--- src/rtl/core/hls_pkg.sv ---
`timescale 1ns / 1ps
`default_nettype none
package hls_pkg;
	localparam int MAX_TERMS = 64;
	localparam int CNT_W = $clog2(MAX_TERMS + 1);
	localparam int TNUM_W = 32 + CNT_W;
	localparam int DIV_W = 64;
	localparam int SUM_W = 40;

	typedef enum logic [7:0] {
		S_IDLE = 8'b0000_0001,
		S_ZDIV = 8'b0000_0010,
		S_ZLD  = 8'b0000_0100,
		S_SQR  = 8'b0000_1000,
		S_MUL  = 8'b0001_0000,
		S_SCL  = 8'b0010_0000,
		S_TDIV = 8'b0100_0000,
		S_FIN  = 8'b1000_0000
	} state_t;
endpackage
`default_nettype wire

--- src/rtl/core/half_log_series.sv ---
// for n terms (n saturated to MAX_TERMS) the sequencer divides for z, loads it and squares it,
// then per term multiplies by z^2, scales by 2i-1 and divides by 2i+1; n < 2 goes straight to S_FIN
// a new item is accepted only in S_IDLE, after the last result is loaded; a shared multiplier and a
// one-bit-per-cycle restoring divider do the work, with a small multiply by 2i-1 in S_SCL;
// the divide by 2i+1 sets the per-term cost
// a finished result waits in the output register while the next item is accepted
// reset: arst_n clears the sequencer and the output valid, no clearing pass
`timescale 1ns / 1ps
`default_nettype none
module half_log_series import hls_pkg::*; (
	input  wire logic        clk,
	input  wire logic        arst_n,
	input  wire logic        in_valid,
	output logic             in_stall,
	input  wire logic [31:0] x_value,
	input  wire logic [6:0]  term_count,
	output logic             out_valid,
	input  wire logic        out_stall,
	output logic signed [31:0] half_log,
	output logic             count_error
);
	state_t state_q;
	logic [CNT_W-1:0] n_q, i_q;
	logic [6:0] div_cnt_q;
	logic [DIV_W-1:0] num_q;
	logic [32:0] den_q, rem_q;
	logic [30:0] term_q, z2_q;
	logic [SUM_W-1:0] sum_q;
	logic neg_q, err_q;

	logic [33:0] rem_next;
	logic ge;
	logic [30:0] mul_b;
	logic [61:0] prod;
	logic [31:0] prod_rnd;
	logic [CNT_W:0] odd_f, den_f;
	logic [TNUM_W-1:0] tnum;
	logic [32:0] x_den, x_diff;
	logic [63:0] z_num;
	logic [31:0] zq;
	logic [30:0] zmag;
	logic [SUM_W-1:0] mag;
	logic [31:0] res;
	logic out_free;
	logic out_load;
	logic [7:0] n_in;

	assign in_stall = (state_q != S_IDLE);
	assign out_free = !out_valid || !out_stall;
	assign out_load = (state_q == S_FIN) && (err_q || i_q == '0) && out_free;

	assign rem_next = {rem_q, num_q[DIV_W-1]};
	assign ge = rem_next >= {1'b0, den_q};

	assign mul_b = (state_q == S_SQR) ? term_q : z2_q;
	assign prod = 62'(term_q) * 62'(mul_b);
	assign prod_rnd = 32'((prod + 62'(1 << 29)) >> 30);

	assign odd_f = {i_q, 1'b0} - (CNT_W+1)'(1);
	assign den_f = {i_q, 1'b0} + (CNT_W+1)'(1);
	// rounding offset (2i+1)/2 is just i
	assign tnum = TNUM_W'(term_q) * TNUM_W'(odd_f) + TNUM_W'(i_q);

	assign x_den = {1'b0, x_value} + 33'd65536;
	assign x_diff = (x_value < 32'd65536) ? (33'd65536 - {1'b0, x_value})
		: ({1'b0, x_value} - 33'd65536);
	assign z_num = {x_diff[33-1:0], 30'd0} + 64'(x_den >> 1);

	assign zq = num_q[31:0];
	assign zmag = (zq > 32'h4000_0000) ? 31'h4000_0000 : zq[30:0];

	assign mag = (sum_q + SUM_W'(32)) >> 6;
	assign res = neg_q ? (32'd0 - mag[31:0]) : mag[31:0];
	assign n_in = {1'b0, term_count};

	always_ff @(posedge clk or negedge arst_n) begin
		if (!arst_n) begin
			out_valid <= 1'b0;
		end else if (out_load) begin
			out_valid <= 1'b1;
		end else if (!out_stall) begin
			out_valid <= 1'b0;
		end
	end

	always_ff @(posedge clk or negedge arst_n) begin
		if (!arst_n) begin
			state_q <= S_IDLE;
		end else begin
			case (state_q)
				S_IDLE: begin
					if (in_valid) begin
						neg_q <= x_value < 32'd65536;
						err_q <= term_count < 7'd2;
						n_q <= (n_in > 8'(MAX_TERMS)) ? CNT_W'(MAX_TERMS) : CNT_W'(term_count);
						sum_q <= '0;
						num_q <= z_num;
						den_q <= x_den;
						rem_q <= '0;
						div_cnt_q <= 7'(DIV_W);
						state_q <= (term_count < 7'd2) ? S_FIN : S_ZDIV;
					end
				end
				S_ZDIV, S_TDIV: begin
					num_q <= {num_q[DIV_W-2:0], ge};
					rem_q <= ge ? 33'(rem_next - {1'b0, den_q}) : rem_next[32:0];
					div_cnt_q <= div_cnt_q - 7'd1;
					if (div_cnt_q == 7'd1)
						state_q <= (state_q == S_ZDIV) ? S_ZLD : S_FIN;
				end
				S_ZLD: begin
					term_q <= zmag;
					sum_q <= SUM_W'(zmag);
					i_q <= CNT_W'(1);
					state_q <= S_SQR;
				end
				S_SQR: begin
					z2_q <= prod_rnd[30:0];
					state_q <= S_MUL;
				end
				S_MUL: begin
					term_q <= prod_rnd[30:0];
					state_q <= S_SCL;
				end
				S_SCL: begin
					num_q <= {tnum, {(DIV_W-TNUM_W){1'b0}}};
					den_q <= 33'(den_f);
					rem_q <= '0;
					div_cnt_q <= 7'(TNUM_W);
					state_q <= S_TDIV;
				end
				S_FIN: begin
					// a term division just ended unless this is the count error path or the final result is waiting
					if (!err_q && i_q != '0) begin
						term_q <= num_q[30:0];
						sum_q <= sum_q + SUM_W'(num_q[30:0]);
						if (i_q == n_q) begin
							i_q <= '0;
						end else begin
							i_q <= i_q + CNT_W'(1);
							state_q <= S_MUL;
						end
					end else if (out_free) begin
						half_log <= err_q ? 32'sd0 : signed'(res);
						count_error <= err_q;
						state_q <= S_IDLE;
					end
				end
				default: state_q <= S_IDLE;
			endcase
		end
	end

	a_err_zero: assert property (@(posedge clk) disable iff (!arst_n)
		out_valid && count_error |-> half_log == 32'sd0)
		else $error("count error with nonzero result");
	a_div_cnt: assert property (@(posedge clk) disable iff (!arst_n)
		(state_q == S_ZDIV || state_q == S_TDIV) |-> div_cnt_q != 7'd0)
		else $error("divider running with zero count");
	a_term_idx: assert property (@(posedge clk) disable iff (!arst_n)
		(state_q == S_MUL || state_q == S_SCL || state_q == S_TDIV) |-> i_q <= n_q && i_q != '0)
		else $error("term index out of range");
	a_z_bound: assert property (@(posedge clk) disable iff (!arst_n)
		state_q == S_MUL |-> z2_q <= 31'h4000_0000)
		else $error("z squared above one");
endmodule
`default_nettype wire
--- config.mk ---
export PLATFORM = sky130hd
export DESIGN_NAME = half_log_series
export DESIGN_NICKNAME = d
export VERILOG_FILES = /design/src/rtl/core/hls_pkg.sv /design/src/rtl/core/half_log_series.sv
export SDC_FILE = /design/constraint.sdc
export NUM_CORES = 2
export LEC_CHECK = 0
export BUFFER_PORTS_ARGS = -buffer_cell sky130_fd_sc_hd__buf_2
export CAP_MARGIN = 20
export CORE_MARGIN = 2
export CORE_UTILIZATION = 45
export DETAILED_ROUTE_END_ITERATION = 8
export MAX_ROUTING_LAYER = met4
export PLACE_DENSITY = 0.61
export SLEW_MARGIN = 20
export SYNTH_ARGS = -nofsm -noshare
export SYNTH_HDL_FRONTEND = slang
export SYNTH_SLANG_ARGS = --single-unit
export TNS_END_PERCENT = 50
--- constraint.sdc ---
create_clock -name clk -period 21.4 [get_ports clk]
set_clock_uncertainty 0.1 [all_clocks]
set_input_delay 1.07 -clock clk [delete_from_list [all_inputs] [get_ports clk]]
set_output_delay 1.07 -clock clk [all_outputs]
set_load 0.02 [all_outputs]
## Yosys cells after proc, flatten, opt, wreduce, memory -nomap -nowiden

Cells that the tools add are included.

| storage, ports and cells | value |
|---|---|
| register bits after elaboration | 297 |
| bits in latches | 0 |
| bits in writable memories | 0 |
| memory bits (read-only) | 0 |
| word-level logic and storage cells | 110 |
| memories | 0 |

| cells by class | value |
|---|---|
| add/sub/neg operators | 14 |
| multiply operators | 2 |
| divide/modulo/power cells | 0 |
| $lt $le $gt $ge | 5 |
| equal/unequal tests | 17 |
| shifts and indexed selects | 0 |
| multiplexer cells | 31 |
| bitwise operators | 1 |
| reduce and logical (&&, ||, !) cells | 25 |

Operators by type and width:

| kind | number |
|---|---|
| $pmux 64 s3 | 1 |
| $mux 33 | 4 |
| $pmux 40 s3 | 1 |
| $pmux 33 s3 | 1 |
| $mux 31 | 3 |
| $pmux 31 s3 | 1 |
| $mux 40 | 2 |
| $pmux 33 s2 | 1 |
| $add 63x32->64 | 1 |
| $mux 64 | 1 |
| $add 61x30->61 const B | 1 |
| $mul 31x31->61 | 1 |
| $mux 8 | 7 |
| $pmux 8 s7 | 1 |
| $add 40x31->40 | 1 |
| $add 39x7->39 | 1 |
| $mul 31x8->39 | 1 |
| $add 38x6->38 const B | 1 |
| $ge 34x33->1 | 1 |
| $add 32x17->33 const B | 1 |
| $sub 17x32->33 const A | 1 |
| $sub 32x17->33 const B | 1 |
| $sub 33x33->33 | 1 |
| $gt 32x31->1 const B | 1 |
| other kinds (40) | 59 |

## Depth between registers and ports, before layout

| logic depth | value |
|---|---|
| depth in word-level cells | 5 |
| gate-level depth with buffers | 35 |
| gate-level depth less buffers | 32 |

## Worst setup path before layout

OpenSTA, ideal clock, no wires.

| path | value |
|---|---|
| path kind | register -> register |
| start | reg state_q[2] |
| end | reg term_q[26], data pin |
| library setup time | 0.256 ns |
| arrival | 8.257 ns |
| data required time | 21.044 ns |
| setup slack | 12.787 ns |
| stages on the path, launching flop included | 34 |
| buffers on the path | 3 |
| cell sequence | dfrtp_1 > nor4_2 > and3_1 > clkbuf_1 > clkbuf_1 > nand2_1 > nand2_1 > clkbuf_1 > and2_1 > fa_1 > fa_1 > fa_1 > inv_1 > fa_1 > inv_1 > fa_1 > inv_1 > fa_1 > inv_1 > fa_1 > inv_1 > fa_1 > inv_1 > ha_1 > nand3_1 > nor2_1 > nand2_1 > a2111o_1 > a2111oi_1 > nor3_1 > o211ai_2 > a31oi_1 > xnor2_1 > a22o_1 |

| on the way | value |
|---|---|
| word-level cells in the longest chain between the ends | 5 |

RTL lines:

| item | RTL line | source |
|---|---|---|
| start: declaration | half_log_series.sv:22 | `state_t state_q;` |
| start signal: assignment | half_log_series.sv:101 | `state_q <= (term_count < 7'd2) ? S_FIN : S_ZDIV;` |
| start signal: assignment | half_log_series.sv:109 | `state_q <= (state_q == S_ZDIV) ? S_ZLD : S_FIN;` |
| $eq 8x4->1 | half_log_series.sv:55 | `assign mul_b = (state_q == S_SQR) ? term_q : z2_q;` |
| $mux 31 | half_log_series.sv:55 |  |
| $mul 31x31->61 | half_log_series.sv:56 | `assign prod = 62'(term_q) * 62'(mul_b);` |
| $add 61x30->61 | half_log_series.sv:57 | `assign prod_rnd = 32'((prod + 62'(1 << 29)) >> 30);` |
| via prod_rnd[26] | half_log_series.sv:35 | `logic [31:0] prod_rnd;` |
| $pmux 31 s3 | half_log_series.sv:90 | `case (state_q)` |
| end signal: assignment | half_log_series.sv:112 | `term_q <= zmag;` |
| end signal: assignment | half_log_series.sv:122 | `term_q <= prod_rnd[30:0];` |
| end signal: assignment | half_log_series.sv:135 | `term_q <= num_q[30:0];` |
| end: declaration | half_log_series.sv:27 | `logic [30:0] term_q, z2_q;` |

The timed path passes the listed nets, and every way through them passes these cells.
A chain may end at the register's enable or synchronous reset.

## Worst setup path after layout

| path | value |
|---|---|
| start | reg state_q[2] |
| end | reg term_q[27], data pin |

Same word-level chain as after synthesis.

==> impl_metrics.env <==
export IMPL_timing_fmax_mhz=96.6
export IMPL_drive_above_1_share=0.0476
export IMPL_die_x_um=364
export IMPL_vias=44100
export IMPL_h_tree_depth=2
export IMPL_ys_seq_elements=295
export IMPL_gp_congestion=0.923
export IMPL_synth_common_cells="1136 x inv_1, 1021 x fa_1, 767 x nand2_1"
export IMPL_die_h_um=364
export IMPL_crit_fanout=58
export IMPL_drtAntennaViolNets=0
export IMPL_wire_per_inst_um=21.2
export IMPL_drtIter0Drc=3377
export IMPL_start_util=0.452
export IMPL_cts_resized=0
export IMPL_dominantRegCellSynth="edfxtp_1"
export IMPL_grt_pass1_vias=47000
export IMPL_core_um2=129000
export IMPL_synthTopCellsByArea="fa_1 35%, edfxtp_1 15%, ha_1 9.3%, inv_1 7.3%, and2_1 5.4%"
export IMPL_fin_nets=7733
export IMPL_rsz0062_at_grt="no"
export IMPL_synth_top_area_frac=0.350
export IMPL_antenna_found_initial=16
export IMPL_yosysMostFrequentCell="inv_1"
export IMPL_critPathKind="flop to flop"
export IMPL_synth_cell_types=89
export IMPL_postSynthCellCount=6379
export IMPL_cts_sinks=295
export IMPL_viasPerCell=5.50
export IMPL_synth_fp_nets=7877
export IMPL_ys_async_sr_fraction=0.0305
export IMPL_place_hpwl_um=125000
export IMPL_wirelength_um=170000
export IMPL_die_area_um2=133000
export IMPL_worstSetupStartpointType="flop"
export IMPL_clk_path_buf_depth=3
export IMPL_root_buffer="clkbuf_16"
export IMPL_hold_class="input pin to async pin"
export IMPL_hold_viol=0
export IMPL_num_io_pins=78
export IMPL_yosys_area_top_type="fa_1"
export IMPL_placed_cell_area_um2=60500
export IMPL_seq_area_frac_synth=0.151
export IMPL_yosysWarnings=0
export IMPL_outcome="complete, no violations"
export IMPL_grt_start_max_net_pins=79
export IMPL_cts_buffers=36
export IMPL_crit_path_end_kind="flop"
export IMPL_required_ns=21.60
export IMPL_row_count=132
export IMPL_fin_crit_ns=10.35
export IMPL_drv_cap=0
export IMPL_max_slew_margin=0.270
export IMPL_drcViolationCount=0
export IMPL_crit_top_cell="fa_1"
export IMPL_clk_pin_slew_worst_paths_ns=0.07
export IMPL_synth_area_um2=58400
export IMPL_slowest_stage="a2111oi_1"
export IMPL_tightest_slew_ns=1.09
export IMPL_drt_pass1_iterations=6
export IMPL_synth_edf_count=286
export IMPL_slew_viol_final=0
export IMPL_overflow=0
export IMPL_syn_to_final_growth_pct=5.88
export IMPL_fin_crit_sh=0.484
export IMPL_grtUsageTotal=0.272
export IMPL_cts_hold_buf=0
export IMPL_postLayoutCellArea_um2=61800
export IMPL_arrival_ns=10.55
export IMPL_grt_pass1_wl_um=272000
export IMPL_post_cts_buffers=0
export IMPL_slowest_delay_ns=0.76
export IMPL_io_buffers=77
export IMPL_worstSkewPairLatency_ns=0.56
export IMPL_avgSynthCellArea_um2=9.15
export IMPL_cts_tree="yes"
export IMPL_setup_tns_ns=0
export IMPL_setup_viol=0
-- area by class of cell --
cell class / instances / area (um^2)
multi-input combinational: 4591 / 44100
sequential: 295 / 8810
timing repair buffer: 172 / 1200
clock inverter: 22 / 283
antenna: 11 / 27.5
fill: 12400 / 67400
clock buffer: 39 / 933
tap: 1742 / 2180
inverter: 1139 / 4280
-- metrics by stage --
step,utilization,setup WS (ns),hold slack [ns],instances
after floorplan,-,12.79,0.324,6379
after global placement,0.468,11.16,0.404,7932
after detailed placement,0.469,11.17,0.412,7938
after CTS,0.478,11.15,0.285,7999
after global routing,0.478,10.55,0.303,8009
final,0.478,11.05,0.308,8011
-- layer usage --
layer	global-route usage	vias to the layer above	routed length, um	share of wire
met2	0.451	1558	81800	0.48
met1	0.346	22400	68900	0.41
met5	-	-	0	0
met3	0.0330	369	12000	0.071
met4	0.0925	0	7240	0.043
li1	-	19700	-	-
-- layout by cell type, fill, tap and decap left out, types with 42 or more instances in the layout --
cell	Yosys	layout
nor2_1	258	256
xnor2_1	159	156
nor2b_1	194	193
buf_4	0	88
o21ai_0	183	183
nand4_1	42	42
xor2_1	102	100
nand2_1	767	763
a21o_1	81	80
buf_2	11	77
nand2b_1	46	46
nand3_1	68	67
nor3_1	62	62
edfxtp_1	286	286
and2_1	508	508
a21oi_1	184	182
fa_1	1021	1021
inv_1	1136	1136
ha_1	434	434
-- worst paths after layout --
| check | startpoint | endpoint | slack (ns) | cells past startpoint |
|---|---|---|---|---|
| worst max-delay path | state_q[2] | term_q[27] | 11.05 | 29 |
| worst min-delay path | arst_n | state_q[1] | 0.31 | 1 |
| worst max register to register | state_q[2] | term_q[27] | 11.05 | 29 |
| worst min register to register | num_q[35] | num_q[36] | 0.43 | 1 |
| max in group asynchronous | arst_n | state_q[0] | 20.58 | 1 |
| min in group clk | num_q[35] | num_q[36] | 0.43 | 1 |
-- cells by family after synthesis --
group | Yosys count | synth area share
AND/OR/NAND/NOR | 2103 | 0.182
buffers and inverters | 1493 | 0.0964
adder cells (fa/ha/maj) | 1456 | 0.443
AO/OA/AOI/OAI | 734 | 0.0815
flip-flops | 295 | 0.151
XOR/XNOR | 261 | 0.0392
multiplexers | 37 | 0.00669
-- critical path: cells and delay by family, from the launching register on --
kind	cells	cell delay [ns]
DFF	1	0.44
adders and majority gates	9	4.33
and+or+nand+nor	8	2.13
buffers and inverters	5	1.02
AOI/OAI and AO/OA	6	1.84
xor gates and xnor gates	1	0.17
-- registers in the layout, summed over array words and instances (netlist names), 8 cells and up --
name and cells:
z2_q 31, term_q 31, state_q 8, num_q 64, rem_q 33, sum_q 38, den_q 33, half_log 32
Power is not shown: default switching activity piles up to over one toggle a cycle in this logic, so the estimate is an artifact.
